## src/sv/scti_pkg.sv

```systemverilog
// Shared types, constants and helpers for the sorted crossing table localizer.
package scti_pkg;

  localparam int MAX_POINTS = 64;
  localparam int AW         = $clog2(MAX_POINTS);
  localparam int IDX_W      = 7;
  localparam int PAR_W      = 32;
  localparam int TOL_W      = 31;
  localparam int ORI_W      = 2;
  localparam int ENT_W      = PAR_W + ORI_W;

  typedef enum logic [2:0] {
    ACT_START = 3'd0,
    ACT_INS   = 3'd1,
    ACT_AVAL  = 3'd2,
    ACT_BVAL  = 3'd3,
    ACT_AIDX  = 3'd4,
    ACT_BIDX  = 3'd5
  } act_e;

  typedef enum logic [1:0] {
    ST_OK     = 2'd0,
    ST_NREADY = 2'd1,
    ST_FULL   = 2'd2
  } status_e;

  localparam logic [ORI_W-1:0] OR_FWD = 2'd0;
  localparam logic [ORI_W-1:0] OR_REV = 2'd1;
  localparam logic [ORI_W-1:0] OR_EXT = 2'd2;

  localparam logic [1:0] TR_IN  = 2'd0;
  localparam logic [1:0] TR_OUT = 2'd1;

  localparam logic [1:0] FACE_FWD = 2'd0;
  localparam logic [1:0] FACE_REV = 2'd1;

  typedef struct packed {
    logic [2:0]              action;
    logic signed [PAR_W-1:0] value;
    logic [1:0]              transition;
    logic [1:0]              face_side;
    logic [IDX_W-1:0]        start_index;
  } in_item_t;

  typedef struct packed {
    logic [1:0]       status;
    logic             found;
    logic [ORI_W-1:0] orientation;
    logic [IDX_W-1:0] first_index;
    logic [IDX_W-1:0] last_index;
  } res_t;

  typedef struct packed {
    logic             we;
    logic [AW-1:0]    waddr;
    logic [ENT_W-1:0] wdata;
    logic [AW-1:0]    raddr;
  } mem_req_t;

  typedef struct packed {
    logic signed [PAR_W-1:0] a;
    logic signed [PAR_W-1:0] b;
    logic                    use_tol;
  } cmp_req_t;

  function automatic logic [ORI_W-1:0] orient_of(input logic [1:0] tr,
                                                 input logic [1:0] face);
    logic [ORI_W-1:0] o;
    o = OR_EXT;
    if (tr == TR_IN) begin
      if (face == FACE_FWD) o = OR_FWD;
      else if (face == FACE_REV) o = OR_REV;
    end else if (tr == TR_OUT) begin
      if (face == FACE_FWD) o = OR_REV;
      else if (face == FACE_REV) o = OR_FWD;
    end
    return o;
  endfunction

endpackage

```

## src/sv/scti_in_if.sv

```systemverilog
// Input channel: valid/ready handshake with the action payload.
interface scti_in_if;
  logic                                   valid;
  logic                                   ready;
  logic [2:0]                             action;
  logic signed [scti_pkg::PAR_W-1:0]      value;
  logic [1:0]                             transition;
  logic [1:0]                             face_side;
  logic [scti_pkg::IDX_W-1:0]             start_index;

  modport source (output valid, action, value, transition, face_side, start_index,
                  input ready);
  modport sink   (input valid, action, value, transition, face_side, start_index,
                  output ready);
endinterface

```

## src/sv/scti_out_if.sv

```systemverilog
// Result channel: valid/ready handshake with the query/insert result payload.
interface scti_out_if;
  logic                             valid;
  logic                             ready;
  logic [1:0]                       status;
  logic                             found;
  logic [scti_pkg::ORI_W-1:0]       orientation;
  logic [scti_pkg::IDX_W-1:0]       first_index;
  logic [scti_pkg::IDX_W-1:0]       last_index;
  logic [scti_pkg::IDX_W-1:0]       point_count;

  modport source (output valid, status, found, orientation, first_index, last_index,
                  point_count, input ready);
  modport sink   (input valid, status, found, orientation, first_index, last_index,
                  point_count, output ready);
endinterface

```

## src/sv/scti_ram.sv

```systemverilog
// Generic single-write, single-read RAM with registered read data.
module scti_ram #(
  parameter int DEPTH = 64,
  parameter int WIDTH = 34
) (
  input  logic                     clk,
  input  logic                     we,
  input  logic [$clog2(DEPTH)-1:0] waddr,
  input  logic [WIDTH-1:0]         wdata,
  input  logic [$clog2(DEPTH)-1:0] raddr,
  output logic [WIDTH-1:0]         rdata
);

  logic [WIDTH-1:0] mem [DEPTH];

  always_ff @(posedge clk) begin
    if (we) begin
      mem[waddr] <= wdata;
    end
    rdata <= mem[raddr];
  end

endmodule

```

## src/sv/scti_cmp.sv

```systemverilog
// Shared compare unit: flags (a - b) > tol, or (a - b) > 0 without tolerance.
module scti_cmp (
  input  scti_pkg::cmp_req_t               req,
  input  logic [scti_pkg::TOL_W-1:0]       tol,
  output logic                             gt
);

  localparam int DW = scti_pkg::PAR_W + 2;

  logic signed [DW-1:0] a_x;
  logic signed [DW-1:0] b_x;
  logic signed [DW-1:0] t_x;
  logic signed [DW-1:0] diff;

  always_comb begin
    a_x  = DW'(req.a);
    b_x  = DW'(req.b);
    t_x  = req.use_tol ? $signed({3'b000, tol}) : '0;
    diff = a_x - b_x - t_x;
    gt   = !diff[DW-1] && (diff != '0);
  end

endmodule

```

## src/sv/scti_ctrl.sv

```systemverilog
// Sequencer: insert shifting, seek and group scans over the point table.
module scti_ctrl (
  input  logic                          clk,
  input  logic                          rst_n,
  input  logic                          in_valid,
  output logic                          in_ready,
  input  scti_pkg::in_item_t            in_item,
  output logic                          out_valid,
  input  logic                          out_ready,
  output scti_pkg::res_t                res,
  output logic [scti_pkg::IDX_W-1:0]    count,
  output scti_pkg::mem_req_t            mem_req,
  input  logic [scti_pkg::ENT_W-1:0]    mem_rdata,
  output scti_pkg::cmp_req_t            cmp_req,
  input  logic                          cmp_gt
);

  localparam int IW = scti_pkg::IDX_W;

  typedef enum logic [3:0] {
    S_IDLE = 4'b0001,
    S_RD   = 4'b0010,
    S_EV   = 4'b0100,
    S_OUT  = 4'b1000
  } state_t;

  typedef enum logic [6:0] {
    PH_INS    = 7'b0000001,
    PH_SEEK_F = 7'b0000010,
    PH_SEEK_B = 7'b0000100,
    PH_HEAD_F = 7'b0001000,
    PH_HEAD_B = 7'b0010000,
    PH_MEM_F  = 7'b0100000,
    PH_MEM_B  = 7'b1000000
  } phase_t;

  state_t                          state_r, state_nxt;
  phase_t                          phase_r, phase_nxt;
  logic [IW-1:0]                   idx_r, idx_nxt;
  logic [IW-1:0]                   anchor_r, anchor_nxt;
  logic [IW-1:0]                   count_r, count_nxt;
  logic                            ready_r, ready_nxt;
  logic signed [scti_pkg::PAR_W-1:0] value_r, value_nxt;
  logic signed [scti_pkg::PAR_W-1:0] base_r, base_nxt;
  logic [scti_pkg::ORI_W-1:0]      new_or_r, new_or_nxt;
  logic [scti_pkg::ORI_W-1:0]      grp_or_r, grp_or_nxt;
  scti_pkg::res_t                  res_r, res_nxt;

  logic signed [scti_pkg::PAR_W-1:0] d_par;
  logic [scti_pkg::ORI_W-1:0]      d_ori;
  logic [IW-1:0]                   idx_dec;
  logic [IW-1:0]                   idx_inc;
  logic                            grp_end;

  assign d_par   = mem_rdata[scti_pkg::ENT_W-1:scti_pkg::ORI_W];
  assign d_ori   = mem_rdata[scti_pkg::ORI_W-1:0];
  assign idx_dec = idx_r - IW'(1);
  assign idx_inc = idx_r + IW'(1);

  assign in_ready  = (state_r == S_IDLE);
  assign out_valid = (state_r == S_OUT);
  assign res       = res_r;
  assign count     = count_r;

  always_comb begin
    state_nxt  = state_r;
    phase_nxt  = phase_r;
    idx_nxt    = idx_r;
    anchor_nxt = anchor_r;
    count_nxt  = count_r;
    ready_nxt  = ready_r;
    value_nxt  = value_r;
    base_nxt   = base_r;
    new_or_nxt = new_or_r;
    grp_or_nxt = grp_or_r;
    res_nxt    = res_r;
    mem_req    = '0;
    mem_req.raddr = idx_dec[scti_pkg::AW-1:0];
    cmp_req    = '0;
    grp_end    = 1'b0;

    unique case (state_r)
      S_IDLE: begin
        if (in_valid) begin
          res_nxt    = '0;
          value_nxt  = in_item.value;
          new_or_nxt = scti_pkg::orient_of(in_item.transition, in_item.face_side);
          state_nxt  = S_OUT;
          if (in_item.action == scti_pkg::ACT_START) begin
            count_nxt = '0;
            ready_nxt = 1'b1;
          end else if (in_item.action <= scti_pkg::ACT_BIDX && !ready_r) begin
            res_nxt.status = scti_pkg::ST_NREADY;
          end else begin
            unique case (in_item.action)
              scti_pkg::ACT_INS: begin
                if (count_r == IW'(scti_pkg::MAX_POINTS)) begin
                  res_nxt.status = scti_pkg::ST_FULL;
                end else begin
                  idx_nxt   = count_r;
                  phase_nxt = PH_INS;
                  state_nxt = S_RD;
                end
              end
              scti_pkg::ACT_AVAL: begin
                idx_nxt   = IW'(1);
                phase_nxt = PH_SEEK_F;
                state_nxt = S_RD;
              end
              scti_pkg::ACT_BVAL: begin
                idx_nxt   = count_r;
                phase_nxt = PH_SEEK_B;
                state_nxt = S_RD;
              end
              scti_pkg::ACT_AIDX: begin
                if (in_item.start_index < count_r) begin
                  // table is sorted, so the seek past start_index is trivial
                  idx_nxt   = (in_item.start_index != '0) ?
                              IW'(in_item.start_index + IW'(1)) : IW'(1);
                  phase_nxt = PH_HEAD_F;
                  state_nxt = S_RD;
                end
              end
              scti_pkg::ACT_BIDX: begin
                if (in_item.start_index > IW'(1)) begin
                  idx_nxt   = (in_item.start_index <= count_r) ?
                              IW'(in_item.start_index - IW'(1)) : count_r;
                  phase_nxt = PH_HEAD_B;
                  state_nxt = S_RD;
                end
              end
              default: ;
            endcase
          end
        end
      end

      S_RD: begin
        state_nxt = S_EV;
        unique case (phase_r)
          PH_INS: begin
            if (idx_r == '0) begin
              mem_req.we    = 1'b1;
              mem_req.waddr = '0;
              mem_req.wdata = {value_r, new_or_r};
              count_nxt     = count_r + IW'(1);
              state_nxt     = S_OUT;
            end
          end
          PH_SEEK_F: begin
            if (idx_r > count_r) begin
              phase_nxt = PH_HEAD_F;
              state_nxt = S_RD;
            end
          end
          PH_SEEK_B: begin
            if (idx_r == '0) begin
              phase_nxt = PH_HEAD_B;
              state_nxt = S_RD;
            end
          end
          PH_HEAD_F, PH_HEAD_B: begin
            if (idx_r == '0 || idx_r > count_r) begin
              state_nxt = S_OUT;
            end
          end
          PH_MEM_F: begin
            if (idx_r > count_r) grp_end = 1'b1;
          end
          PH_MEM_B: begin
            if (idx_r == '0) grp_end = 1'b1;
          end
          default: ;
        endcase
      end

      S_EV: begin
        state_nxt = S_RD;
        unique case (phase_r)
          PH_INS: begin
            cmp_req.a     = d_par;
            cmp_req.b     = value_r;
            mem_req.we    = 1'b1;
            mem_req.waddr = idx_r[scti_pkg::AW-1:0];
            if (cmp_gt) begin
              mem_req.wdata = mem_rdata;
              idx_nxt       = idx_dec;
            end else begin
              mem_req.wdata = {value_r, new_or_r};
              count_nxt     = count_r + IW'(1);
              state_nxt     = S_OUT;
            end
          end
          PH_SEEK_F: begin
            cmp_req = '{a: value_r, b: d_par, use_tol: 1'b1};
            if (cmp_gt) idx_nxt = idx_inc;
            else phase_nxt = PH_HEAD_F;
          end
          PH_SEEK_B: begin
            cmp_req = '{a: d_par, b: value_r, use_tol: 1'b1};
            if (cmp_gt) idx_nxt = idx_dec;
            else phase_nxt = PH_HEAD_B;
          end
          PH_HEAD_F: begin
            anchor_nxt = idx_r;
            grp_or_nxt = d_ori;
            base_nxt   = d_par;
            idx_nxt    = idx_inc;
            phase_nxt  = PH_MEM_F;
          end
          PH_HEAD_B: begin
            anchor_nxt = idx_r;
            grp_or_nxt = d_ori;
            base_nxt   = d_par;
            idx_nxt    = idx_dec;
            phase_nxt  = PH_MEM_B;
          end
          PH_MEM_F, PH_MEM_B: begin
            if (phase_r == PH_MEM_F) begin
              cmp_req = '{a: d_par, b: base_r, use_tol: 1'b1};
            end else begin
              cmp_req = '{a: base_r, b: d_par, use_tol: 1'b1};
            end
            if (!cmp_gt) begin
              if (grp_or_r != scti_pkg::OR_EXT && grp_or_r != d_ori) begin
                grp_or_nxt = scti_pkg::OR_EXT;
              end
              idx_nxt = (phase_r == PH_MEM_F) ? idx_inc : idx_dec;
            end else begin
              grp_end = 1'b1;
            end
          end
          default: ;
        endcase
      end

      S_OUT: begin
        if (out_ready) state_nxt = S_IDLE;
      end

      default: state_nxt = S_IDLE;
    endcase

    // group closed: report it if clean, else move on to the next group
    if (grp_end) begin
      if (grp_or_r != scti_pkg::OR_EXT) begin
        res_nxt.found       = 1'b1;
        res_nxt.orientation = grp_or_r;
        if (phase_r == PH_MEM_F) begin
          res_nxt.first_index = anchor_r;
          res_nxt.last_index  = idx_dec;
        end else begin
          res_nxt.first_index = idx_inc;
          res_nxt.last_index  = anchor_r;
        end
        state_nxt = S_OUT;
      end else begin
        phase_nxt = (phase_r == PH_MEM_F) ? PH_HEAD_F : PH_HEAD_B;
        state_nxt = S_RD;
      end
    end
  end

  always_ff @(posedge clk) begin
    if (!rst_n) begin
      state_r <= S_IDLE;
      phase_r <= PH_INS;
      count_r <= '0;
      ready_r <= 1'b0;
    end else begin
      state_r <= state_nxt;
      phase_r <= phase_nxt;
      count_r <= count_nxt;
      ready_r <= ready_nxt;
    end
  end

  always_ff @(posedge clk) begin
    idx_r    <= idx_nxt;
    anchor_r <= anchor_nxt;
    value_r  <= value_nxt;
    base_r   <= base_nxt;
    new_or_r <= new_or_nxt;
    grp_or_r <= grp_or_nxt;
    res_r    <= res_nxt;
  end

endmodule

```

## src/sv/sorted_crossing_table_localizer_unit.sv

```systemverilog
// Sorted crossing table localizer: top level with tolerance register and table RAM.
//
// Channels: in_ch takes one action per transaction (start, insert, or one of
// four searches); out_ch returns exactly one result transaction per action.
// cfg_we/cfg_wdata write the grouping tolerance (unsigned Q15.16, reset value 1 LSB);
// write it only while no action is in flight.
// Sequencing: start, dropped inserts and out-of-range index searches answer
// in the cycle after acceptance. An insert moves each stored point above the
// new value up one slot; a search visits table entries one by one (seek plus
// group scan). Each visit is one RAM read with registered data followed by
// one evaluation step, mostly a pass through the shared compare unit.
// Throughput: one action at a time; in_ch.ready is low from acceptance until
// the result transaction has been taken.
// Reset (rst_n low, synchronous): table empty and not ready, tolerance 1 LSB.
// Stalls: while out_ch.ready is low the result holds steady and no new
// action is accepted.
module sorted_crossing_table_localizer_unit (
  input  logic                        clk,
  input  logic                        rst_n,
  scti_in_if.sink                     in_ch,
  scti_out_if.source                  out_ch,
  input  logic                        cfg_we,
  input  logic [scti_pkg::TOL_W-1:0]  cfg_wdata
);

  logic [scti_pkg::TOL_W-1:0] tol_r;
  scti_pkg::in_item_t         in_item;
  scti_pkg::res_t             res;
  logic [scti_pkg::IDX_W-1:0] count;
  scti_pkg::mem_req_t         mem_req;
  logic [scti_pkg::ENT_W-1:0] mem_rdata;
  scti_pkg::cmp_req_t         cmp_req;
  logic                       cmp_gt;

  always_ff @(posedge clk) begin
    if (!rst_n) begin
      tol_r <= scti_pkg::TOL_W'(1);
    end else if (cfg_we) begin
      tol_r <= cfg_wdata;
    end
  end

  assign in_item.action      = in_ch.action;
  assign in_item.value       = in_ch.value;
  assign in_item.transition  = in_ch.transition;
  assign in_item.face_side   = in_ch.face_side;
  assign in_item.start_index = in_ch.start_index;

  scti_ctrl u_ctrl (
    .clk       (clk),
    .rst_n     (rst_n),
    .in_valid  (in_ch.valid),
    .in_ready  (in_ch.ready),
    .in_item   (in_item),
    .out_valid (out_ch.valid),
    .out_ready (out_ch.ready),
    .res       (res),
    .count     (count),
    .mem_req   (mem_req),
    .mem_rdata (mem_rdata),
    .cmp_req   (cmp_req),
    .cmp_gt    (cmp_gt)
  );

  scti_ram #(
    .DEPTH (scti_pkg::MAX_POINTS),
    .WIDTH (scti_pkg::ENT_W)
  ) u_ram (
    .clk   (clk),
    .we    (mem_req.we),
    .waddr (mem_req.waddr),
    .wdata (mem_req.wdata),
    .raddr (mem_req.raddr),
    .rdata (mem_rdata)
  );

  scti_cmp u_cmp (
    .req (cmp_req),
    .tol (tol_r),
    .gt  (cmp_gt)
  );

  assign out_ch.status      = res.status;
  assign out_ch.found       = res.found;
  assign out_ch.orientation = res.orientation;
  assign out_ch.first_index = res.first_index;
  assign out_ch.last_index  = res.last_index;
  assign out_ch.point_count = count;

endmodule
```

## src/flat_wrapper.sv

```systemverilog
// flat-port wrapper written by rule: the top's interface ports become plain ports
module sorted_crossing_table_localizer_unit_flat 
  (clk, rst_n, cfg_we, cfg_wdata, in_ch_valid, in_ch_action, in_ch_value, in_ch_transition, in_ch_face_side, in_ch_start_index, in_ch_ready, out_ch_valid, out_ch_status, out_ch_found, out_ch_orientation, out_ch_first_index, out_ch_last_index, out_ch_point_count, out_ch_ready);
  scti_in_if in_ch_i ();
  scti_out_if out_ch_i ();
  input  logic clk;
  input  logic rst_n;
  input  logic cfg_we;
  input  logic [scti_pkg::TOL_W-1:0] cfg_wdata;
  input wire logic [$bits(in_ch_i.valid)-1:0] in_ch_valid;
  input wire logic [$bits(in_ch_i.action)-1:0] in_ch_action;
  input wire logic [$bits(in_ch_i.value)-1:0] in_ch_value;
  input wire logic [$bits(in_ch_i.transition)-1:0] in_ch_transition;
  input wire logic [$bits(in_ch_i.face_side)-1:0] in_ch_face_side;
  input wire logic [$bits(in_ch_i.start_index)-1:0] in_ch_start_index;
  output wire logic [$bits(in_ch_i.ready)-1:0] in_ch_ready;
  output wire logic [$bits(out_ch_i.valid)-1:0] out_ch_valid;
  output wire logic [$bits(out_ch_i.status)-1:0] out_ch_status;
  output wire logic [$bits(out_ch_i.found)-1:0] out_ch_found;
  output wire logic [$bits(out_ch_i.orientation)-1:0] out_ch_orientation;
  output wire logic [$bits(out_ch_i.first_index)-1:0] out_ch_first_index;
  output wire logic [$bits(out_ch_i.last_index)-1:0] out_ch_last_index;
  output wire logic [$bits(out_ch_i.point_count)-1:0] out_ch_point_count;
  input wire logic [$bits(out_ch_i.ready)-1:0] out_ch_ready;
  assign in_ch_i.valid = in_ch_valid;
  assign in_ch_i.action = in_ch_action;
  assign in_ch_i.value = in_ch_value;
  assign in_ch_i.transition = in_ch_transition;
  assign in_ch_i.face_side = in_ch_face_side;
  assign in_ch_i.start_index = in_ch_start_index;
  assign in_ch_ready = in_ch_i.ready;
  assign out_ch_valid = out_ch_i.valid;
  assign out_ch_status = out_ch_i.status;
  assign out_ch_found = out_ch_i.found;
  assign out_ch_orientation = out_ch_i.orientation;
  assign out_ch_first_index = out_ch_i.first_index;
  assign out_ch_last_index = out_ch_i.last_index;
  assign out_ch_point_count = out_ch_i.point_count;
  assign out_ch_i.ready = out_ch_ready;
  sorted_crossing_table_localizer_unit u_core (.clk(clk), .rst_n(rst_n), .in_ch(in_ch_i), .out_ch(out_ch_i), .cfg_we(cfg_we), .cfg_wdata(cfg_wdata));
endmodule
```

## config.mk

```make
export PLATFORM = sky130hd
export DESIGN_NAME = sorted_crossing_table_localizer_unit_flat
export DESIGN_NICKNAME = d
export VERILOG_FILES = /design/src/sv/scti_pkg.sv /design/src/sv/scti_in_if.sv /design/src/sv/scti_out_if.sv /design/src/sv/scti_ram.sv /design/src/sv/scti_cmp.sv /design/src/sv/scti_ctrl.sv /design/src/sv/sorted_crossing_table_localizer_unit.sv /design/src/flat_wrapper.sv
export SDC_FILE = /design/constraint.sdc
export NUM_CORES = 2
export LEC_CHECK = 0
export BUFFER_PORTS_ARGS = -buffer_cell sky130_fd_sc_hd__buf_4
export CAP_MARGIN = 20
export CELL_PAD_IN_SITES_DETAIL_PLACEMENT = 1
export CELL_PAD_IN_SITES_GLOBAL_PLACEMENT = 1
export CORE_ASPECT_RATIO = 0.9
export CORE_UTILIZATION = 55
export DETAILED_ROUTE_END_ITERATION = 8
export PLACE_DENSITY = 0.75
export REMOVE_ABC_BUFFERS = 1
export SYNTH_ARGS = -nofsm -noshare
export SYNTH_HDL_FRONTEND = slang
export SYNTH_SLANG_ARGS = --single-unit
```

## constraint.sdc

```tcl
create_clock -name clk -period 20.2 [get_ports clk]
set_input_delay 1.01 -clock clk [delete_from_list [all_inputs] [get_ports clk]]
set_output_delay 1.01 -clock clk [all_outputs]
set_load 0.01 [all_outputs]
```

==> run metrics <==
status=finished clean; core area=172100 sq um; die width=441.7 microns; met1 usage=47.10%; utilization after layout=between 60% and 70%; grt total ovfl=0; asr flop ratio synth=0%; Max Cap Violations=0; Starting Density=55.63%; Post-DP HPWL=162.6 mm; CTS Hold Buffers Added=0; Placed Cells=7000; CP startpoint kind=register; vias in the first global route=53.39k; routed vias/inst=7.155; Setup Viol. Count Final=0; required time worst endpoint=20660 ps; YS warnings=0; I/O pin total=110; GRT met3 Usage=around 9.1%; setup tns final=0 ps; pwr/cell area=90.32 nW/um^2; Worst Skew=64.11 ps; Routed Antenna Nets=0; initial antenna violation count=9; Area Growth Syn to Fin=12.10%; Setup crit end kind=register; RR Startpoint=u_core.u_ctrl.phase_r[0]; Max Clock Freq=111.8 MHz; crit share post-route=44.27%; DR vias=53.17k; placed cell areas=99860 sq um; CTS max path bufs=3; CTS tree=built; 1st-iter DRT viols=8517; Detailed Route WL=301.5 mm; Total Routing Usage GR=34.45%; share of cells above drive strength 1=26.95%; leading area contributor after synthesis=edfxtp_1; RSZ-0062 raised after global routing=no; CP Max Fanout=64; Cell Area, Synth=95720 sq um; relative max-transition margin=~18%; reg2reg setup slack=~11000 ps; Hold Crit Class=primary input to register; total die area=about 180000 sq um; data arrival time of the critical path=9400 ps; post-layout net count=5133; register area share after synthesis=between 70% and 80%; H-tree Lvls=4; critical path capture point=u_core.u_ram.mem[32][27]; DRT Pass-1 Iters=6; Area contributors post-synth=edfxtp_1 (71%), mux4_2 (16%), dfxtp_1 (2.1%); Worst Reg-to-Reg Cells=21; fin crit period=a little under 9000 ps; Final Hold Fails=0; row cnt=144; post-route cell area=around 110000 sq um; Final Wtd Congestion=between 0.9 and 1; first-pass GRT wire length=~420 mm; pre-CTS setup slack=around 11000 ps; syn_area_per_cell=about 20 sq um; drt wl/cell=40.58 microns; Slew Limit Fails=0; post-synthesis register bit count=2361; largest net degree at the start of global routing=137; Clock Latency Late Sink=880 ps; Worst R2R End=u_core.u_ram.mem[32][27]; Setup Fix Bufs, Post-CTS=0; gr busiest metal=met2; Die Y=slightly below 400 microns; WS Path Type=register to register; Worst Tran Pin Value=1232 ps; Yosys cell types=86; CTS resizes=0; clk sinks=2361; # port buffers=109; Synth Instances=between 4k and 5k; # DRC=0; fin cells=7431; Setup crit start=u_core.u_ctrl.phase_r[0]; Post-synth EDFFs=roughly 2.3k; root buffer cell=clkbuf_16; met2 Track Usage GR=about 53%; final worst slack=roughly 11000 ps; worst vdd ir=0.09128 mV; share of the synthesized area in the top cell type=around 70%; Lkg Pwr=28.39 nW; Top FF cell, synth=edfxtp_1; Worst-path clk slew=60 ps; CTS Buf Count=222
placed cells by master, fill, tap and decap left out, types with 31 or more instances in the layout:
cell type,count
clkbuf_1,49
nor2_1,133
clkinv_2,51
a21oi_1,107
dfxtp_1,101
nor2_4,57
o21ai_0,61
mux4_2,680
nand2b_1,32
fa_1,31
clkbuf_16,225
edfxtp_1,2260
clkinv_1,38
and2_1,48
nand3_1,43
a31oi_1,49
a211oi_1,42
inv_1,52
ha_1,54
mux2i_1,55
a222oi_1,34
a22o_2,34
buf_4,229
nand2_1,263
critical path: stages, from the launching register on:
cell and delay (ps):
dfxtp_1 530, or4b_1 520, or2_0 530, nand2_2 160
buf_4 560, a22o_1 220, o21ai_0 120, fa_1 570
inv_1 60, ha_1 540, nand4_1 270, nor4_1 730
o21a_1 260, o2bb2ai_1 180, nor3_1 80, a2111oi_0 310
and4_1 300, nand3_1 230, a21o_1 380, nand2_1 120
buf_4 670, a22o_2 1050
cells in the mapped netlist, types with 6 or more instances:
library cell and number:
nand3_1 43, nand4_1 26, and3_1 12, nor2_1 190, o21a_1 17, ha_1 55
o211ai_1 11, a21o_1 16, buf_2 16, dfxtp_1 101, xnor2_1 19, o221ai_1 7
o31ai_1 7, o22ai_1 9, nor3_1 27, nor4_1 12, clkbuf_1 204, inv_1 53
and2_1 48, o2111ai_1 6, fa_1 31, nand2_1 264, a31oi_1 50, a211oi_1 42
o21ai_1 12, nand2b_1 33, a21oi_1 111, or3_1 18, mux4_2 680, a221oi_1 27
edfxtp_1 2260, and4_1 9, nor2b_1 7, buf_1 65, xor2_1 13, a22o_1 45
o21ai_0 61, mux2i_1 55, a222oi_1 34
metal layers:
layer	vias to the layer above	wire [microns]
met2	3986	140500
met1	28081	110800
met3	751	37150
met5	-	57
met4	8	13000
li1	20342	-
area by class of cell:
class,count,area (sq um)
antenna,7,17.52
clock buffer,291,6040
timing repair buffer,238,1889
clock inverter,129,1314
inverter,54,202.7
fill,14194,64770
multi-input combinational,2088,25120
sequential,2361,69890
tap,2263,2831
cell families (layout without fill, tap and decap cells):
logic type	after synthesis	in the layout	synth area share (%)
compound gates	507	507	3.736
mux	737	737	16.60
flops	2361	2361	73.01
buf+inv	345	712	1.417
xor+xnor	32	32	0.2928
fa+ha+maj	86	86	1.367
simple gates	726	726	3.575
other cells	0	7	0
metrics by stage:
stage / hold WS, ps / total power [W]
floorplan: 431.2 / 0.005497
global placement: 441.8 / 0.005565
detailed placement: 448.3 / 0.005567
CTS: 288.3 / 0.009714
global route: 301.1 / 0.009871
finish: 329.1 / 0.009691
flip-flops by register name, summed over array words and instances, names as in the netlist, 4 cells and up:
register                cells
u_core.u_ctrl.idx_r         7
u_core.u_ram.mem         2176
u_core.u_ctrl.phase_r       7
u_core.u_ctrl.anchor_r      7
u_core.u_ctrl.state_r       4
u_core.u_ctrl.base_r       32
u_core.u_ram.rdata         34
u_core.u_ctrl.res          19
u_core.u_ctrl.count         7
u_core.u_ctrl.value_r      32
u_core.tol_r               31
power by group:
part	leakage (nW)	total, W	switching [W]	internal [W]
Combinational	8.17	0.000138	0.0000846	0.0000532
Sequential	16.6	0.00533	0.0000343	0.00530
Clock	3.61	0.00422	0.00186	0.00237
Total	28.4	0.00969	0.00197	0.00772
worst min path at each step:
stage | start | to | slack (ps) | cells past startpoint
after floorplan | u_core.tol_r[0] | u_core.tol_r[0] | 430 | 2
after global placement | u_core.u_ctrl.res[12] | u_core.u_ctrl.res[12] | 440 | 2
after detailed placement | u_core.u_ctrl.res[9] | u_core.u_ctrl.res[9] | 450 | 2
after CTS | in_ch_value[14] | u_core.u_ctrl.value_r[14] | 290 | 1
after global routing | in_ch_value[19] | u_core.u_ctrl.value_r[19] | 300 | 1
final | in_ch_value[14] | u_core.u_ctrl.value_r[14] | 330 | 1
Note: power is estimated with default switching activity, not from simulation.
